## src/rtl/fpa_pkg.sv

```systemverilog
// ----------------------------------------------------------------------------
// fpa_pkg
// Shared types and constants for the frame store pixel access unit.
// ----------------------------------------------------------------------------
package fpa_pkg;

    // frame store size and coordinate limit
    localparam int          MEM_BYTES = 1048576;
    localparam int          ADDR_W    = $clog2(MEM_BYTES);
    localparam logic [15:0] COORD_MAX = 16'd4095;

    // fixed field widths
    localparam int BPP_W    = 6;
    localparam int PITCH_W  = 16;
    localparam int BASE_W   = 20;
    localparam int COORD_W  = 12;
    localparam int COLOR_W  = 32;
    localparam int CFG_W    = 20;
    localparam int CFG_IX_W = 2;

    // address arithmetic widths
    localparam int ROW_W  = COORD_W + PITCH_W;
    localparam int XOFF_W = COORD_W + 2;
    localparam int SUM_W  = ROW_W + 2;

    // register indexes
    localparam logic [CFG_IX_W-1:0] REG_BPP   = 2'd0;
    localparam logic [CFG_IX_W-1:0] REG_PITCH = 2'd1;
    localparam logic [CFG_IX_W-1:0] REG_BASE  = 2'd2;

    localparam logic [BPP_W-1:0] BPP_RESET = 6'd32;
    localparam logic [BPP_W-1:0] BPP_ONE   = 6'd1;

    // command from controller to datapath
    typedef struct packed {
        logic load_req;
        logic calc_mul;
        logic calc_sum;
        logic calc_chk;
        logic cnt_inc;
        logic mem_rd;
        logic mem_wr;
        logic wr_bit;
        logic out_load;
    } fpa_cmd_t;

    // status from datapath to controller
    typedef struct packed {
        logic write;
        logic unsup;
        logic one_bit;
        logic oor;
        logic last;
        logic out_busy;
    } fpa_stat_t;

    // bytes per pixel for byte-aligned depths, 0 otherwise
    function automatic logic [2:0] depth_bytes(input logic [BPP_W-1:0] bpp);
        logic [2:0] n;
        case (bpp)
            6'd8:    n = 3'd1;
            6'd16:   n = 3'd2;
            6'd24:   n = 3'd3;
            6'd32:   n = 3'd4;
            default: n = 3'd0;
        endcase
        return n;
    endfunction

endpackage

```

## src/rtl/fpa_ctrl.sv

```systemverilog
// ----------------------------------------------------------------------------
// fpa_ctrl
// Sequencer for one pixel access: address calculation, byte-serial
// memory traffic and hand-off to the result register.
// ----------------------------------------------------------------------------
module fpa_ctrl
    import fpa_pkg::*;
(
    input  logic      aclk,
    input  logic      aresetn,
    input  logic      s_valid,
    output logic      s_ready,
    input  fpa_stat_t stat,
    output fpa_cmd_t  cmd
);

    typedef enum logic [8:0] {
        ST_IDLE    = 9'b000000001,
        ST_MUL     = 9'b000000010,
        ST_SUM     = 9'b000000100,
        ST_CHECK   = 9'b000001000,
        ST_RD      = 9'b000010000,
        ST_RD_LAST = 9'b000100000,
        ST_WR      = 9'b001000000,
        ST_SET_BIT = 9'b010000000,
        ST_DONE    = 9'b100000000
    } state_t;

    state_t state_reg, state_next;

    always_ff @(posedge aclk) begin
        if (!aresetn) begin
            state_reg <= ST_IDLE;
        end else begin
            state_reg <= state_next;
        end
    end

    always_comb begin
        state_next = state_reg;
        cmd        = '0;
        s_ready    = 1'b0;
        case (state_reg)
            ST_IDLE: begin
                s_ready = 1'b1;
                if (s_valid) begin
                    cmd.load_req = 1'b1;
                    state_next   = ST_MUL;
                end
            end
            ST_MUL: begin
                cmd.calc_mul = 1'b1;
                state_next   = ST_SUM;
            end
            ST_SUM: begin
                cmd.calc_sum = 1'b1;
                state_next   = ST_CHECK;
            end
            ST_CHECK: begin
                cmd.calc_chk = 1'b1;
                if (stat.unsup || stat.oor) begin
                    state_next = ST_DONE;
                end else if (stat.write && !stat.one_bit) begin
                    state_next = ST_WR;
                end else begin
                    state_next = ST_RD;
                end
            end
            ST_RD: begin
                cmd.mem_rd = 1'b1;
                if (stat.last) begin
                    state_next = ST_RD_LAST;
                end else begin
                    cmd.cnt_inc = 1'b1;
                end
            end
            ST_RD_LAST: begin
                // last read beat lands in the accumulator here
                if (stat.one_bit && stat.write) begin
                    state_next = ST_SET_BIT;
                end else begin
                    state_next = ST_DONE;
                end
            end
            ST_WR: begin
                cmd.mem_wr = 1'b1;
                if (stat.last) begin
                    state_next = ST_DONE;
                end else begin
                    cmd.cnt_inc = 1'b1;
                end
            end
            ST_SET_BIT: begin
                cmd.mem_wr = 1'b1;
                cmd.wr_bit = 1'b1;
                state_next = ST_DONE;
            end
            ST_DONE: begin
                if (!stat.out_busy) begin
                    cmd.out_load = 1'b1;
                    state_next   = ST_IDLE;
                end
            end
            default: begin
                state_next = ST_IDLE;
            end
        endcase
    end

`ifndef SYNTHESIS
    a_rd_last_after_rd: assert property (@(posedge aclk) disable iff (!aresetn)
        (state_reg == ST_RD_LAST) |-> $past(state_reg == ST_RD))
        else $error("read drain without a preceding read");
`endif

endmodule

```

## config.mk

```make
export PLATFORM = sky130hd
export DESIGN_NAME = fpa_ctrl
export DESIGN_NICKNAME = d
export VERILOG_FILES = /design/src/rtl/fpa_pkg.sv /design/src/rtl/fpa_ctrl.sv
export SDC_FILE = /design/constraint.sdc
export NUM_CORES = 1
export LEC_CHECK = 0
export BUFFER_PORTS_ARGS = -buffer_cell sky130_fd_sc_hd__buf_2
export CAP_MARGIN = 20
export CORE_MARGIN = 10
export CORE_UTILIZATION = 25
export CTS_CLUSTER_DIAMETER = 150
export DETAILED_ROUTE_END_ITERATION = 12
export GPL_TIMING_DRIVEN = 0
export PLACE_DENSITY_LB_ADDON = 0.12
export SLEW_MARGIN = 20
export SYNTH_ARGS = -nofsm -noshare
export SYNTH_HDL_FRONTEND = slang
export SYNTH_SLANG_ARGS = --single-unit
```

## constraint.sdc

```tcl
create_clock -name aclk -period 2.5 [get_ports aclk]
set_input_delay 0.25 -clock aclk [delete_from_list [all_inputs] [get_ports aclk]]
set_output_delay 0.25 -clock aclk [all_outputs]
set_load 0.005 [all_outputs]
```

==> impl_metrics.json <==
{
  "grt_max_degree": 10,
  "ctsResizeCount": 0,
  "seq_power_share": 0.314,
  "finalSetupTns_ns": 0,
  "finalWorstSetupSlack_ns": 0.607,
  "gp_congestion": 0.763,
  "cap_violations": 0,
  "syn_inst": 78,
  "vias": 617,
  "hold_viol_final": 0,
  "total_power_mw": 0.535,
  "grtUsageMet3": 0.0195,
  "viasPerCell": 4.75,
  "fill_cells": 287,
  "synth-seq-cells": 9,
  "drt_iter0_drc": 17,
  "cts_root_buf": "clkbuf_4",
  "power_frac_clock": 0.219,
  "fmax_mhz": 528,
  "cp_cell_sequence": "nor2_1 -> nand2_1 -> nor4b_2 -> buf_2",
  "numCtsBuffers": 3,
  "crit_path_end_kind": "output pin",
  "syn-cell-area_um2": 643,
  "critPathRequiredTime_ns": 2.25,
  "cts_hold_buf": 0,
  "skew_ns": 0.00707,
  "fin_util": 0.322,
  "ant_nets": 0,
  "relSlewSlack": 0.775,
  "outcome": "completed",
  "crit_arrival_ns": 1.64,
  "timing.rr.start": "state_reg[3]",
  "cp_max_fo": 6,
  "synthDominantCellAreaShare": 0.280,
  "finalWirelength_mm": 1.77,
  "critPathKind": "flip-flop to output pin",
  "drive_gt1_frac": 0.310,
  "drc": 0,
  "rows": 18,
  "dieArea_mm2": 0.00500,
  "n_antenna_cell": 0,
  "power_density_mw_per_mm2": 672,
  "grt_overflow_total": 0,
  "cts_setup_buffers": 0,
  "clk_latency_ns": 0.26,
  "grt_pass1_vias": 642,
  "clk_pin_slew_ns": 0.07,
  "clock_path_buffers": 2,
  "mostFrequentLayoutCell": "buf_2",
  "mostFrequentLayoutCells": "19 x buf_2, 11 x nor2_1, 9 x dfxtp_1",
  "grtUsageMet1": 0.0901,
  "htreeDepth": 1,
  "antenna_found_initial": 0,
  "yosys.area.top_type": "dfxtp_1",
  "die-width_um": 70.7,
  "area_growth_pct": 23.9,
  "critPathBufInv": 1,
  "setup_viol": 0,
  "largest_reg_flops": 9,
  "fin_crit_sh": 0.757,
  "grt_use_total": 0.0746,
  "p_leak_nw": 0.385,
  "slew_violations": 0,
  "ioPinCount": 19,
  "synthDistinctLibCells": 31,
  "place_ws_ns": 0.869,
  "synth_warnings": 0,
  "syn_area_per_cell_um2": 8.25,
  "nets": 110,
  "p_sw_mw": 0.208,
  "intPower_mw": 0.327,
  "io_buffers": 18,
  "worst_slew_pin_slew_ns": 0.336,
  "ys_seq_area_frac": 0.280,
  "grt-busiest-layer": "met2",
  "peakVddDrop_mv": 0.323,
  "die_y_um": 70.7,
  "grt_pass1_wl_mm": 3.08,
  "wire_per_inst_um": 13.6,
  "tritoncts": "yes",
  "crit_slowest_cell": "dfxtp_1",
  "min_period_ns": 1.89,
  "rsz0062_at_grt": "false",
  "clkSinkCount": 9,
  "crit_path_start_kind": "flip-flop",
  "cp_top_family": "simple AND/OR/NAND/NOR gates",
  "drtPass1Iterations": 5,
  "grtUsageMet2": 0.118,
  "synth.area.top_cells": "dfxtp_1 28%, nor4_4 6.6%, nor2_1 6.4%, and2_1 5.8%, nand3_1 5.4%",
  "place_hpwl_mm": 1.46,
  "start_util": 0.260,
  "hold_start": "stat[5]",
  "slowest_delay_ns": 0.38,
  "combPwrFrac": 0.467,
  "syn_nets": 87,
  "switching_share": 0.389,
  "timing.critical_path.from": "state_reg[6]",
  "hp-class": "input pin to flip-flop",
  "core_region_area_mm2": 0.00248
}
==> Yosys cell counts <==
| library cell | n |
|---|---|
| and4b_1 | 1 |
| nor4_4 | 2 |
| o21ai_0 | 2 |
| buf_2 | 1 |
| nand2_1 | 3 |
| inv_1 | 5 |
| o22ai_1 | 1 |
| xnor2_1 | 1 |
| xor2_1 | 3 |
| nor3_1 | 5 |
| o21a_1 | 1 |
| nor2_1 | 11 |
| dfxtp_1 | 9 |
| and2_1 | 6 |
| o21ai_1 | 1 |
| a32oi_1 | 1 |
| nand4b_1 | 1 |
| nor2b_1 | 2 |
| o211a_1 | 1 |
| nand3_1 | 7 |
| o221ai_1 | 1 |
| nor3b_2 | 1 |
| nor4b_2 | 2 |
| o31a_1 | 1 |
| nand4_1 | 2 |
| clkbuf_2 | 1 |
| buf_6 | 2 |
| a21boi_1 | 1 |
| nor3_2 | 1 |
| and3_1 | 1 |
| o311ai_1 | 1 |
==> power groups by stage <==
stage	registers (mW)	logic (mW)	clock network [mW]
2_1_floorplan	0.170	0.188	0
3_3_place_gp	0.171	0.256	0
3_5_place_dp	0.172	0.254	0
4_1_cts	0.168	0.255	0.124
5_1_grt	0.170	0.290	0.132
6_report	0.168	0.250	0.117
==> metrics by stage <==
stage	hold WS [ns]	std cells	area [um^2]
detailed placement	0.528	126	771
CTS	0.241	130	797
floorplan	0.330	78	643
global route	0.255	130	797
finish	0.243	130	797
global placement	0.528	126	771
==> worst paths after layout <==
| check | endpoint | slack [ns] | cells past startpoint |
|---|---|---|---|
| max | cmd[7] | 0.61 | 4 |
| min | state_reg[7] | 0.24 | 3 |
| max reg2reg | state_reg[8] | 0.99 | 5 |
| min reg2reg | state_reg[7] | 0.58 | 3 |
==> logic make-up (layout without fill, tap and decap cells) <==
kind of cell | after synthesis | count (layout) | synth area share
AO/OA/AOI/OAI | 11 | 11 | 0.126
AND/OR/NAND/NOR | 45 | 45 | 0.459
buffers and inverters | 9 | 31 | 0.0798
flip-flops | 9 | 9 | 0.280
XOR/XNOR | 4 | 4 | 0.0545
==> layer usage <==
| metal | wire (um) | vias to the layer above |
|---|---|---|
| met5 | 0 | - |
| met4 | 13 | 0 |
| met3 | 47 | 2 |
| met2 | 824 | 8 |
| met1 | 885 | 285 |
| li1 | - | 322 |
==> worst min-delay path, stage by stage <==
cell and delay [ns]:
buf_2 0.10, nand2_1 0.07, nor3_1 0.05
==> cell type report <==
class / instances / area [um^2] / share of cell area
flip-flops and latches: 9 / 180 / 0.226
well taps: 30 / 37.5 / 0.0471
clock buffers: 4 / 26.3 / 0.0330
multi-input cells: 60 / 412 / 0.516
repair buffers: 18 / 90.1 / 0.113
inverters: 5 / 18.8 / 0.0235
plain buffers: 4 / 32.5 / 0.0408
Power figures use the tool's default switching activity.
